==> src/i2rs_queue.sv <==
module i2rs_queue #(
  parameter int WIDTH = 8
) (
  input  logic             clk_i,
  input  logic             rst_ni,
  input  logic             in_valid_i,
  output logic             in_ready_o,
  input  logic [WIDTH-1:0] in_data_i,
  output logic             out_valid_o,
  input  logic             out_ready_i,
  output logic [WIDTH-1:0] out_data_o
);

  logic [WIDTH-1:0] mem_q [2];
  logic             wp_q, rp_q;
  logic [1:0]       cnt_q;

  assign in_ready_o  = (cnt_q != 2'd2);
  assign out_valid_o = (cnt_q != 2'd0);
  assign out_data_o  = mem_q[rp_q];

  always_ff @(posedge clk_i) begin
    if (in_valid_i && in_ready_o) mem_q[wp_q] <= in_data_i;
  end

  always_ff @(posedge clk_i or negedge rst_ni) begin
    if (!rst_ni) begin
      wp_q <= 1'b0; rp_q <= 1'b0; cnt_q <= 2'd0;
    end else begin
      if (in_valid_i && in_ready_o) wp_q <= ~wp_q;
      if (out_valid_o && out_ready_i) rp_q <= ~rp_q;
      cnt_q <= cnt_q + 2'(in_valid_i && in_ready_o) - 2'(out_valid_o && out_ready_i);
    end
  end

endmodule

==> config.mk <==
export PLATFORM = sky130hd
export DESIGN_NAME = i2rs_queue
export DESIGN_NICKNAME = d
export VERILOG_FILES = /design/src/i2rs_queue.sv
export SDC_FILE = /design/constraint.sdc
export NUM_CORES = 1
export LEC_CHECK = 0
export ABC_AREA = 1
export BUFFER_PORTS_ARGS = -buffer_cell sky130_fd_sc_hd__buf_2
export CORE_UTILIZATION = 44
export CTS_BUF_LIST = sky130_fd_sc_hd__clkbuf_16
export DETAILED_ROUTE_END_ITERATION = 12
export PLACE_DENSITY = 0.71
export SLEW_MARGIN = 20
export SYNTH_ARGS = -nofsm -noshare
export SYNTH_HDL_FRONTEND = slang
export SYNTH_SLANG_ARGS = --single-unit
==> constraint.sdc <==
create_clock -name clk_i -period 1.5 [get_ports clk_i]
set_clock_uncertainty 0.15 [all_clocks]
set_input_delay 0.075 -clock clk_i [delete_from_list [all_inputs] [get_ports clk_i]]
set_output_delay 0.075 -clock clk_i [all_outputs]
set_load 0.005 [all_outputs]
==> results by group <==
Global routing
  • Vias in the first global route: 597
  • Total gr overflow: 0
  • Initial antenna violation count: 0
  • Tot GR Track Use: 18.8%
  • Largest net degree at the start of global routing: 13
  • First-pass GRT wire length: 2540 um

Die
  • Die Ht: 45.4 um
  • Die Width: 45.4 um
  • FP Rows: 15
  • Core footprint: 1750 um2
  • IO Count: 22
  • Initial core utilization: 47.5%
  • Die footprint: 2060 um2

Drt
  • Vias per Instance: 4.45
  • DRT Wirelength: 1640 um
  • Antenna Nets Post-Route: 0
  • Via count: 619
  • DR pass1 iterations: 4
  • Iter 0 DRT Violations: 13
  • Routed length per instance: 11.8 um
  • DRC viols: 0

Clock network
  • Later-pin clock latency in the skew report: 0.25 ns
  • Clk slew on worst S/H paths: 0.05 ns
  • Clk buf depth: 2
  • Root Driver: clkbuf_16
  • CTS Sinks: 20
  • TritonCTS clock tree: yes
  • CTS buffer count: 3
  • Htree depth: 1

Pwr
  • Leakage power: 0.000582 uW
  • Pwr dens: 1950 nW/um2
  • Maximum vdd ir drop: 0.00159 V

Synth
  • YS warnings: 0
  • Mapped Area: 828 um2
  • Yosys cell types: 12
  • Ranking of synthesized cells by area: edfxtp_1, nand2_1, dfrtp_1, inv_1, ha_1
  • Synth cell count leaders: nand2_1, edfxtp_1, inv_1
  • Syn_nets: 87
  • Cell count after synthesis: 73
  • Register area share after synthesis: 70.1%
  • Top FF cell, synth: edfxtp_1
  • Number of synthesized flops with an enable pin: 16
  • Top cell type's share of synthesized area: 58.0%
  • Area leader, netlist: edfxtp_1
  • FFs w/ async S/R, synth: 20.0%
  • #FFs+latches synth: 20
  • Count leader, synth: nand2_1
  • Syn Area/Cell: 11.3 um2

Placement
  • Post-detailed-placement half-perimeter wirelength: 1040 um
  • Placed cell area: 961 um2
  • Port-buffer cells: 21
  • Final GP Congestion: 0.677
  • DP Worst Slack: -0.105 ns

STA
  • Worst-margin pin slew: 0.399 ns
  • Max frequency: 0.680 GHz
  • Fin. max-slew vios: 0
  • Unrepaired setup endpoints after global routing: true
  • Final worst slack: 0.0301 ns
  • Total negative slack: 0 ns
  • Period minus WS final: 1.47 ns
  • Slew HR: 73.4%
  • Setup Viol. Count Final: 0
  • Period utilization: 98.0%
  • Hold Fails Final Rpt: 0
  • Worst hold slack: 0.0235 ns

Setup path
  • Worst endpoint data arrival time: 1.46 ns
  • Worst setup path class: reg -> reg
  • Crit-path most repeated cell: inv_2
  • Slowest CP cell: dfrtp_1
  • Crit path max fanout: 3
  • Largest delay share family, worst path: flip-flops
  • Startpoint type of the worst setup path: register
  • CP Cell Sequence: inv_2 > nand2_2 > nand2_2 > inv_2 > ha_4 > inv_4 > ha_4 > inv_2 > nand2_1 > nand2_1
  • WP data required: 1.49 ns
  • CP max stage delay: 0.41 ns
  • Worst path buffer plus inverter count: 4
  • Worst setup EP type: register

Final layout
  • Share of post-route cells with drive strength above 1: 39.5%
  • Seq. cell area: 581 um2
  • Final antenna diode count: 0
  • Fillers: 119
  • Post-Layout Inst Area: 1250 um2
  • Final nets: 129
  • Area of the multi-input gates: 230 um2
  • Layout area overhead: 50.5%
  • Finished Core Util: 71.4%

Outcome
  • Status: finished clean

Hold path
  • HP Class: in -> async

Job
  • Number of max-cap violations: 0
report_power, final:
| part | internal [uW] | leakage (uW) | switching (uW) |
|---|---|---|---|
| Sequential | 774 | 0.000197 | 108 |
| Combinational | 389 | 0.000334 | 442 |
| Clock | 529 | 0.0000511 | 189 |
metrics by stage:
stage,cells,power [uW]
CTS,137,2410
detailed placement,119,1530
global route,139,2590
global placement,119,1490
finish,139,2430
floorplan,73,1280
worst reg2reg max path: stages (launching register included):
cell and delay [ns]:
dfrtp_1 0.41, inv_2 0.08, nand2_2 0.06, nand2_2 0.08
inv_2 0.05, ha_4 0.24, inv_4 0.05, ha_4 0.13
inv_2 0.03, nand2_1 0.04, nand2_1 0.04
sequential cells by signal, indices dropped and copies added (netlist names):
| signal | count |
|---|---|
| wp_q | 1 |
| cnt_q | 2 |
| mem_q | 16 |
| rp_q | 1 |
cells in the final DEF (no fill, tap or decap):
cell           Yosys  final
buf_2              0     21
dlygate4sd3_1      0     11
buf_4              0      6
inv_2              1      4
nand2_2            4      4
bufinv_16          0      1
nand2_1           32     32
nand2_4            1      1
dfrtp_1            4      4
inv_4              1      2
nand3_2            0      1
ha_4               0      2
edfxtp_1          16     16
nand3_1            3      2
nor2_1             1      1
inv_1              7      3
clkbuf_16          0      3
layer usage:
layer  share of wire, %  vias to the layer above  wire (um)  track usage (%)
li1                   -                      314          -                -
met1                 39                      291        636             19.2
met2                 57                       14        940             35.7
met3                3.8                        0         62             7.14
met4                  0                        0          0             3.64
met5                  0                        -          0                0
logic make-up (layout without fill, tap and decap cells):
kind of cell               Yosys count  count (layout)  share of synthesized area, %
and+or+nand+nor                     41              41                          21.1
DFF                                 20              20                          70.1
buffers and inverters               10              51                          5.74
adders and majority gates            2               2                          3.02
cell type report:
cell class              count  area share, %
well taps                  25           2.51
multi-input cells          43           18.5
clock inverters             1           2.41
flip-flops and latches     20           46.6
inverters                   9           3.11
clock buffers               3           6.02
repair buffers             38           20.9
path summary, 6_finish.rpt:
check / cells past startpoint / endpoint / slack, ns / startpoint
worst max register to register: 10 / cnt_q[1] / 0.03 / cnt_q[1]
min in group clk_i: 2 / wp_q / 0.36 / wp_q
worst min-delay path: 2 / rp_q / 0.02 / rst_ni
worst min register to register: 2 / wp_q / 0.36 / wp_q
worst max-delay path: 10 / cnt_q[1] / 0.03 / cnt_q[1]
max in group asynchronous: 2 / wp_q / 1.05 / rst_ni
timing repair:
| action | in CTS | in global routing |
|---|---|---|
| endpoints found under the setup margin | 2 | 2 |
| resized for setup | 8 | 1 |
| hold buffers | 11 | 0 |
| pin swaps | 3 | 7 |
| setup buffers | 3 | 2 |
| hold endpoints to repair | 22 | 0 |
Note: power is estimated with default switching activity, not from simulation.
