$ cat src/i2rs_pkg.sv
package i2rs_pkg;

  typedef enum logic [1:0] {
    RADIX_OCT = 2'd0,
    RADIX_DEC = 2'd1,
    RADIX_HEX = 2'd2,
    RADIX_HX3 = 2'd3
  } radix_e;

  typedef enum logic [1:0] {
    BK_IDLE,
    BK_DIGITS,
    BK_EMIT
  } back_state_e;

  localparam logic [7:0] CharZero  = 8'h30;
  localparam logic [7:0] CharUpA   = 8'h41;
  localparam logic [7:0] CharLowA  = 8'h61;
  localparam logic [7:0] CharX     = 8'h78;
  localparam logic [7:0] CharMinus = 8'h2d;
  localparam logic [7:0] CharPlus  = 8'h2b;
  localparam logic [7:0] CharSpace = 8'h20;
  localparam logic [3:0] DecBase   = 4'd10;

  // Classified conversion job handed from front to back (64-bit magnitude max).
  typedef struct packed {
    logic [63:0] mag;
    logic [1:0]  radix;
    logic        upper;
    logic        zero_alt;   // zero value with alternate form: only zeros
    logic [1:0]  plen;
    logic [7:0]  pre0;
    logic [7:0]  pre1;
    logic [7:0]  digits;     // minimum digit count, never below zero
    logic [7:0]  pad_to;     // minimum digit count from zero padding
  } job_t;

  function automatic logic [7:0] radix_digit_ascii(input logic [3:0] d, input logic up);
    logic [7:0] r;
    if (d < DecBase) r = CharZero + {4'd0, d};
    else r = (up ? CharUpA : CharLowA) + {4'd0, d - DecBase};
    return r;
  endfunction

endpackage

$ cat src/i2rs_front.sv
module i2rs_front #(
  parameter int MAX_CHARS  = 64,
  parameter int VALUE_BITS = 64
) (
  input  logic [63:0]        value_bits_i,
  input  logic               is_signed_i,
  input  logic [1:0]         radix_select_i,
  input  logic               upper_case_i,
  input  logic               alternate_form_i,
  input  logic               zero_pad_i,
  input  logic               plus_sign_i,
  input  logic               space_sign_i,
  input  logic [6:0]         field_width_i,
  input  logic signed [6:0]  precision_i,
  output i2rs_pkg::job_t     job_o
);

  localparam logic [7:0] MaxW = 8'(MAX_CHARS);
  localparam logic [7:0] MaxP = 8'(MAX_CHARS - 2);

  logic [VALUE_BITS-1:0] v;
  logic [7:0] w, pr, dg;
  logic       zp, neg, alt, is_oct, is_hex;
  logic [1:0] plen;

  always_comb begin
    v      = value_bits_i[VALUE_BITS-1:0];
    is_oct = (radix_select_i == i2rs_pkg::RADIX_OCT);
    is_hex = (radix_select_i == i2rs_pkg::RADIX_HEX) || (radix_select_i == i2rs_pkg::RADIX_HX3);
    alt    = alternate_form_i;
    w      = ({1'b0, field_width_i} > MaxW) ? MaxW : {1'b0, field_width_i};
    pr     = {1'b0, precision_i};
    zp     = zero_pad_i;
    dg     = 8'd1;
    if (!precision_i[6]) begin
      dg = (pr > MaxP) ? MaxP : pr;
      zp = 1'b0;
    end
    neg = is_signed_i && v[VALUE_BITS-1];
    job_o = '0;
    job_o.radix = radix_select_i;
    job_o.upper = upper_case_i;
    job_o.mag   = 64'(v);
    job_o.zero_alt = (v == '0) && alt;
    plen = 2'd0;
    if (job_o.zero_alt) begin
      if (dg == 8'd0 && is_oct) dg = 8'd1;
    end else if (is_signed_i) begin
      if (neg) begin
        job_o.mag = 64'((~v) + 1'b1);
        job_o.pre0 = i2rs_pkg::CharMinus; plen = 2'd1;
      end else if (plus_sign_i) begin
        job_o.pre0 = i2rs_pkg::CharPlus; plen = 2'd1;
      end else if (space_sign_i) begin
        job_o.pre0 = i2rs_pkg::CharSpace; plen = 2'd1;
      end
    end else if (alt && is_oct) begin
      job_o.pre0 = i2rs_pkg::CharZero; plen = 2'd1;
      // hold at zero: a count below zero asks for no extra digits either
      if (dg != 8'd0) dg = dg - 8'd1;
    end else if (alt && is_hex) begin
      job_o.pre0 = i2rs_pkg::CharZero;
      job_o.pre1 = i2rs_pkg::CharX; plen = 2'd2;
    end
    job_o.plen   = plen;
    job_o.digits = dg;
    job_o.pad_to = (zp && (w > {6'd0, plen})) ? (w - {6'd0, plen}) : 8'd0;
  end

endmodule

$ cat config.mk
export PLATFORM = sky130hd
export DESIGN_NAME = i2rs_front
export DESIGN_NICKNAME = d
export VERILOG_FILES = /design/src/i2rs_pkg.sv /design/src/i2rs_front.sv
export SDC_FILE = /design/constraint.sdc
export NUM_CORES = 1
export LEC_CHECK = 0
export BUFFER_PORTS_ARGS = -buffer_cell sky130_fd_sc_hd__buf_4
export CORE_MARGIN = 3
export CORE_UTILIZATION = 44
export DETAILED_ROUTE_END_ITERATION = 8
export PLACE_DENSITY_LB_ADDON = 0.12
export SYNTH_ARGS = -nofsm -noshare
export SYNTH_HDL_FRONTEND = slang
export SYNTH_SLANG_ARGS = --single-unit
$ cat constraint.sdc
create_clock -name vclk -period 5.85
set_input_delay 0.8775 -clock vclk [all_inputs]
set_output_delay 0.8775 -clock vclk [all_outputs]
set_load 0.05 [all_outputs]
==> results.cfg, run 1 <==
[pwr]
p_leak_nw = 1.668
p_sw_uw = 318.5
peakVddDrop_mv = 0.1106
seq_power_share = 0
internal-power_uw = 151.6
combPwrFrac = 1.000
swShare = 0.6775
pwr-share-clk = 0
power.density_mw_per_mm2 = 132.6

[worst_setup_path]
cp.buffers_inverters = 5
crit_path_end_kind = output pin
crit_top_cell = buf_4
crit_path_start_kind = primary input
arrival_ps = 4070
cp.required_ps = 4970
cp_top_family = simple AND/OR/NAND/NOR gates
max_stage_delay_ps = 630
worstSetupPathType = primary input to output pin
crit_chain = buf_4 -> inv_1 -> ha_1 -> or4b_2 -> nor2_1 -> nand4_1 -> nor4_2 -> buf_4 -> nor2b_1 -> ha_1 -> inv_1 -> fa_1 -> nand2_1 -> a21o_1 -> a21oi_1 -> buf_4
crit_fanout = 12
cp_slowest_cell = or4b_2

[drt]
wire_per_inst_um = 14.37
firstDrtPassIters = 5
ant_nets = 0
num_vias = 3229
drc_errors = 0
vias_per_cell = 5.539
wirelength_um = 8378
drt_iter0_drc = 154

[sta]
relSlewSlack = 0.3720
min_period_over_period = 0.8466
max_freq_ghz = 0.2019
finalSetupViolCount = 0
finalHoldViolCount = 0
tightest_slew_ps = 933.4
rsz0062_at_grt = no
tns_ps = 0
slew_violations = 0
post-route-min-period_ps = 4952

[flow_run]
cap_violations = 0

[synthesis]
yosysMostFrequentCell = nor2_1
yosysUniqueCellTypes = 46
synth_common_cells = nor2_1, xor2_1, a21oi_1
ys_seq_area_frac = 0
synth_top_area_frac = 0.1635
yosysTopAreaCell = xor2_1
syn-instance-count = 351
synth_area_mm2 = 0.002196
synthTopCellsByArea = xor2_1, xnor2_1, a21oi_1, nor2_1, nor4_1
ys.warnings.count = 0
synth_area_per_cell_um2 = 6.256

[hold_path]
hp-class = primary input to output pin

[final_layout]
ff_latch_area_um2 = 0
finalNetCount = 610
n_antenna_cell = 0
fin_util = 0.7407
final_area_mm2 = 0.003545
nClkBuffers = 0
drive_gt1_frac = 0.3779
syn2layout_area_growth_pct = 61.42
seq_cells = 0

[die]
initial_core_util = 0.4588
rows = 25
die-area_mm2 = 0.005874
coreArea_mm2 = 0.004786
fp.dieH_um = 76.65
die_x_um = 76.65
ioPinCount = 188

[global_routing]
grtUsageTotal = 0.2621
antenna_found_initial = 0
grt_pass1_vias = 2988
grt_max_degree = 45
grt_pass1_wl_um = 13430
grt-ovfl-total = 0

[place]
gp_congestion = 0.8342
port_buffers = 180
place_hpwl_um = 7123
placed_area_mm2 = 0.003545

[clocking]
ctsResizeCount = 0
ctsHoldBuffers = 0
post-cts-setup-buffer-count = 0

[status]
status = complete, no violations
layout make-up:
class / instances / area [um2]
Inverter: 12 / 45.04
Timing Repair Buffer: 186 / 1396
Multi-Input combinational cell: 318 / 2019
Tap cell: 67 / 83.83
Fill cell: 426 / 1241
layer usage:
layer / global-route usage / up-vias / routed length [um]
li1: - / 1587 / -
met1: 0.3084 / 1485 / 3255
met2: 0.4912 / 149 / 4209
met3: 0.06028 / 8 / 835
met4: 0.03261 / 0 / 77
met5: 0 / - / 0
through the flow:
step | std cells | setup slack [ps] | total power, mW | hold WS, ps
2_1_floorplan | 356 | 664.5 | 0.3067 | 1922
3_3_place_gp | 583 | 1103 | 0.4652 | 1756
3_5_place_dp | 583 | 944.0 | 0.4698 | 1756
4_1_cts | 583 | 924.1 | 0.4709 | 1756
5_1_grt | 583 | 655.1 | 0.4951 | 1755
6_report | 583 | 897.6 | 0.4702 | 1755
path summary, 6_finish.rpt:
path | from | endpoint | slack, ps | cells after the start
setup / recovery | value_bits_i[1] | job_o[4] | 900 | 16
hold / removal | upper_case_i | job_o[35] | 1760 | 0
placed cells by master, fill, tap and decap left out, drive strengths merged, types with 9 or more instances in the layout:
cell,count
inv,12
o21ai,16
xnor2,21
or4,9
a21oi,35
nor4,23
xor2,41
nor2,44
buf,186
nand2,21
nand2b,12
nor3,16
a31oi,11
power by group through the flow:
stage	Combinational [mW]	Sequential, mW	Clock, mW
floorplan	0.307	0	0
global placement	0.465	0	0
detailed placement	0.470	0	0
CTS	0.471	0	0
global route	0.495	0	0
finish	0.470	0	0
cells by family (layout without fill, tap and decap cells):
family          count (synthesis)  count (layout)  share of synthesized area
simple gates                  160             160                     0.3892
compound gates                 81              81                     0.2154
xor+xnor                       62              62                     0.2473
buf+inv                        38             198                    0.09458
fa+ha+maj                       6               6                    0.03761
mux                             3               3                    0.01425
other cells                     1               6                   0.001708
Note: power is estimated with default switching activity, not from simulation.
==> run 2, diff against run 1 <==
--- a/config.mk
+++ b/config.mk
@@ -7,7 +7,7 @@
 export LEC_CHECK = 0
 export BUFFER_PORTS_ARGS = -buffer_cell sky130_fd_sc_hd__buf_4
 export CORE_MARGIN = 3
-export CORE_UTILIZATION = 44
+export CORE_UTILIZATION = 41
 export DETAILED_ROUTE_END_ITERATION = 8
 export PLACE_DENSITY_LB_ADDON = 0.12
 export SYNTH_ARGS = -nofsm -noshare
==> constraint.sdc (replaced) <==
create_clock -name vclk -period 4.8
set_input_delay 0.72 -clock vclk [all_inputs]
set_output_delay 0.72 -clock vclk [all_outputs]
set_load 0.05 [all_outputs]
==> run 2 against run 1 <==
Count of clock-buffer cells in the layout did not move. First-iteration DRC count fell by 12%. Largest power group unchanged. Sequential cell count did not move. Critical endpoint is now job_o[5]. Setup slack got worse by 590 ps.
==> results.cfg, run 2 (synthesized netlist as in run 1, its figures left out) <==
[drt]
firstDrtPassIters = 4
ant_nets = 0
drt_iter0_drc = 136
vias_per_cell = 5.393
drc_errors = 0
num_vias = 3187
wirelength_um = 8135
wire_per_inst_um = 13.76

[global_routing]
grt_max_degree = 45
grtUsageTotal = 0.2367
grt_pass1_wl_um = 12770
grt_pass1_vias = 2944
grt-ovfl-total = 0
antenna_found_initial = 0

[final_layout]
final_cell_mix = buf_4, nor2_1, xor2_1
final_common_cell = buf_4
seq_cells = 0
fin_util = 0.6977
ff_latch_area_um2 = 0
n_antenna_cell = 0
finalNetCount = 615
final_area_mm2 = 0.003586
syn2layout_area_growth_pct = 63.30
nClkBuffers = 0
drive_gt1_frac = 0.3839

[pwr]
combPwrFrac = 1.000
pwr-share-clk = 0
seq_power_share = 0
peakVddDrop_mv = 0.1584
swShare = 0.6757
internal-power_uw = 185.0
power.density_mw_per_mm2 = 159.1
p_leak_nw = 1.694
p_sw_uw = 385.6

[worst_setup_path]
worstSetupPathType = primary input to output pin
crit_path_start_kind = primary input
cp.required_ps = 4080
crit_fanout = 7
cp-endpoint = job_o[5]
startpoint = value_bits_i[1]
arrival_ps = 3770
crit_path_end_kind = output pin

[place]
placed_area_mm2 = 0.003586
gp_congestion = 0.8796
place_hpwl_um = 6918
port_buffers = 180
place_ws_ps = 330.7

[clocking]
ctsResizeCount = 0
post-cts-setup-buffer-count = 0
ctsHoldBuffers = 0

[sta]
post-route-min-period_ps = 4492
min_period_over_period = 0.9358
rsz0062_at_grt = no
relSlewSlack = 0.4543
tightest_slew_ps = 811.1
finalHoldViolCount = 0
setup_ws_ps = 308.4
finalSetupViolCount = 0
max_freq_ghz = 0.2226
slew_violations = 0

[hold_path]
hp-class = primary input to output pin

[die]
die-area_mm2 = 0.006269
ioPinCount = 188
coreArea_mm2 = 0.005140
fp.dieH_um = 79.18
die_x_um = 79.18
rows = 26
initial_core_util = 0.4272

[status]
status = complete, no violations

[flow_run]
cap_violations = 0
## run 2: cell types whose count changed in the layout (fill, tap and decap cells not counted)
| cell | before | now |
|---|---|---|
| buf_4 | 186 | 191 |
## run 2: worst max-delay path, stage by stage
cell	delay [ps]
buf_4	120
inv_1	60
ha_1	190
or4b_2	620
nor2_1	200
nand4_1	160
nor4_2	350
nor2b_1	120
ha_1	210
inv_1	80
fa_1	260
nand2_1	70
a21o_1	250
a21oi_1	150
buf_4	220
## run 2: metrics by stage
stage	power [mW]	hold slack [ps]	setup TNS (ps)	instances
after floorplan	0.3737	1607	-211.6	356
after global placement	0.5663	1441	0	591
after detailed placement	0.5710	1441	0	591
after CTS	0.5724	1441	0	591
after global routing	0.6000	1440	0	591
final	0.5706	1440	0	591
## run 2: area by class of cell
type / instances / area, um2
multi-input combinational: 318 / 2019
fill: 505 / 1554
timing repair buffer: 191 / 1434
tap: 70 / 87.58
inverter: 12 / 45.04
## run 2: worst min path at each step
stage                 start        end  slack [ps]  depth (start not counted)
2_1_floorplan  upper_case_i  job_o[35]        1610                          1
3_3_place_gp   upper_case_i  job_o[35]        1440                          0
3_5_place_dp   upper_case_i  job_o[35]        1440                          0
4_1_cts        upper_case_i  job_o[35]        1440                          0
5_1_grt        upper_case_i  job_o[35]        1440                          0
6_report       upper_case_i  job_o[35]        1440                          0
## run 2: per-layer routing
metal | vias up | track usage | share of wire
li1 | 1600 | - | -
met3 | 10 | 0.04535 | 0.099
met1 | 1441 | 0.2705 | 0.38
met2 | 136 | 0.4571 | 0.50
met4 | 0 | 0.03608 | 0.014
met5 | - | 0 | 0
## run 2: power groups by stage
stage	clock (mW)	sequential [mW]	combinational, mW
after floorplan	0	0	0.374
after global placement	0	0	0.566
after detailed placement	0	0	0.571
after CTS	0	0	0.572
after global routing	0	0	0.600
final	0	0	0.571
==> run 3, diff against run 2 <==
--- a/config.mk
+++ b/config.mk
@@ -5,11 +5,12 @@
 export SDC_FILE = /design/constraint.sdc
 export NUM_CORES = 1
 export LEC_CHECK = 0
+export ABC_AREA = 1
 export BUFFER_PORTS_ARGS = -buffer_cell sky130_fd_sc_hd__buf_4
 export CORE_MARGIN = 3
-export CORE_UTILIZATION = 41
+export CORE_UTILIZATION = 48
 export DETAILED_ROUTE_END_ITERATION = 8
-export PLACE_DENSITY_LB_ADDON = 0.12
+export PLACE_DENSITY = 0.87
 export SYNTH_ARGS = -nofsm -noshare
 export SYNTH_HDL_FRONTEND = slang
 export SYNTH_SLANG_ARGS = --single-unit
==> run 3 against run 2 <==
Hold slack better by 0.73 ps. First-iteration DRC count is 82% higher. Synthesized area up 55%. Utilization is 0.45 points higher. Wire length up 73%. Combinational power grew 7.0%. Critical path depth up 8. Sequential cell count is the same. Cell area rose by 34%. Power increased by 7.1%. Die area grew 30%. Global-route usage increased by 8.1 points. Critical path type unchanged. Critical endpoint is now job_o[6]. Largest cell class unchanged. Largest power group unchanged.
==> results.cfg, run 3 <==
[synthesis]
syn-instance-count = 692
synth_top_area_frac = 0.2207
yosysUniqueCellTypes = 37
ys_seq_area_frac = 0
yosysTopAreaCell = nand2_1
synth_common_cells = nand2_1, nor2_1, inv_1
synth_area_mm2 = 0.003402
synth_area_per_cell_um2 = 4.916
ys.warnings.count = 0
synthTopCellsByArea = nand2_1, nor2_1, inv_1, xor2_1, nand3_1
yosysMostFrequentCell = nand2_1

[place]
port_buffers = 180
place_ws_ps = 169.1
gp_congestion = 0.9776
dp.cells = 951
place_hpwl_um = 12110

[final_layout]
finalNetCount = 952
fin_util = 0.7022
n_fill_cell = 636
ff_latch_area_um2 = 0
n_antenna_cell = 0
nClkBuffers = 0
syn2layout_area_growth_pct = 41.01
seq_cells = 0
final_common_cell = nand2_1
stdcell_count = 954
final_cell_mix = nand2_1, buf_4, nor2_1
drive_gt1_frac = 0.2739

[pwr]
power.density_mw_per_mm2 = 127.4
seq_power_share = 0
peakVddDrop_mv = 0.1033
p_leak_nw = 2.539
p_sw_uw = 422.6
internal-power_uw = 188.7
pwr-share-clk = 0
finalPower_uw = 611.3
combPwrFrac = 1.000
swShare = 0.6914

[sta]
relSlewSlack = 0.6059
finalHoldViolCount = 0
slew_violations = 0
finalSetupViolCount = 0
min_period_over_period = 0.9462
post-route-min-period_ps = 4542
max_freq_ghz = 0.2202
tns_ps = 0
setup_ws_ps = 258.5
tightest_slew_ps = 591.1

[global_routing]
grt-ovfl-total = 0
grtUsageTotal = 0.3176
grt_max_degree = 63
antenna_found_initial = 0
grt_pass1_vias = 4687
grt_pass1_wl_um = 21980

[die]
coreArea_mm2 = 0.006832
die_x_um = 90.19
die-area_mm2 = 0.008133
initial_core_util = 0.4980
ioPinCount = 188
rows = 30
fp.dieH_um = 90.19

[drt]
vias_per_cell = 5.233
num_vias = 4992
wirelength_um = 14040
drt_iter0_drc = 247
ant_nets = 0
wire_per_inst_um = 14.72
drc_errors = 0
firstDrtPassIters = 5

[worst_setup_path]
crit_path_start_kind = primary input
crit_fanout = 7
cp.required_ps = 4080
crit_path_end_kind = output pin
worstSetupPathType = primary input to output pin
arrival_ps = 3820

[flow_run]
cap_violations = 0

[hold_path]
hp-start = upper_case_i
hold_depth = 0
hp-class = primary input to output pin
hold_end = job_o[35]

[clocking]
ctsHoldBuffers = 0

[status]
status = complete, no violations
-- run 3: changes by cell type in the layout (fill, tap and decap cells not counted), moves of 7 or more --
cell	change
a31oi_1	-10
nand3_1	+47
o21ai_0	+7
nand2_1	+179
nand2b_1	-12
nor3_1	-7
nor2_1	+84
nand4_1	+17
a21oi_1	-26
nor4_1	-20
nor2_2	+14
inv_1	+98
xnor2_1	-14
-- run 3: area by class of cell --
class | instances | area [um2] | area share
inverters | 116 | 440.4 | 0.09181
well taps | 96 | 120.1 | 0.02504
multi-input cells | 557 | 2848 | 0.5936
repair buffers | 185 | 1389 | 0.2895
-- run 3: metrics by stage --
stage | hold WS (ps) | cell area [um2]
finish | 1441 | 4797
global route | 1441 | 4797
CTS | 1441 | 4772
detailed placement | 1441 | 4772
global placement | 1441 | 4772
floorplan | 1545 | 3437
-- run 3: how the worst max path moves through the flow --
stage | startpoint | endpoint | slack [ps] | cells after the start
after detailed placement | value_bits_i[1] | job_o[7] | 170 | 22
after floorplan | value_bits_i[1] | job_o[7] | -4 | 20
after CTS | value_bits_i[1] | job_o[7] | 160 | 22
after global placement | value_bits_i[1] | job_o[7] | 470 | 22
after global routing | value_bits_i[1] | job_o[6] | -4 | 23
final | value_bits_i[1] | job_o[6] | 260 | 23
-- run 3: cell families after synthesis --
kind of cell | Yosys count | synth area share
adder cells (fa/ha/maj) | 6 | 0.02427
AND/OR/NAND/NOR | 456 | 0.6072
XOR/XNOR | 51 | 0.1313
AO/OA/AOI/OAI | 38 | 0.06216
other | 1 | 0.001102
buffers and inverters | 140 | 0.1740
-- run 3: layer usage --
metal / track usage / vias up / routed length (um) / share of wire
li1: - / 2456 / - / -
met5: 0 / - / 0 / 0
met3: 0.02678 / 39 / 960 / 0.068
met1: 0.4007 / 2248 / 5850 / 0.42
met2: 0.5775 / 249 / 6827 / 0.49
met4: 0.08036 / 0 / 406 / 0.029
-- run 3: worst max-delay path, cell delays in order --
cell      delay (ps)
buf_4            110
inv_1             90
ha_2             240
nand2_2           90
nor2_2           180
inv_2             60
nor2_2           110
nand2_2           90
nor2_4           160
nand3_4          140
o211ai_1         110
inv_1             70
ha_1             190
inv_1             80
fa_1             210
inv_1             80
nand2_1          100
inv_1             60
nand2_1           80
nand4_1          230
buf_4            250
a21oi_1          150
buf_4            230
-- run 3: power by group through the flow --
stage / Clock [mW] / Sequential [mW] / Combinational, mW
finish: 0 / 0 / 0.611
global placement: 0 / 0 / 0.596
floorplan: 0 / 0 / 0.401
CTS: 0 / 0 / 0.606
global route: 0 / 0 / 0.644
detailed placement: 0 / 0 / 0.604
-- run 3: what timing repair did --
action / CTS / global route
resized for setup: 0 / 1
buffers inserted: 0 / 3
endpoints found under the setup margin: 0 / 6
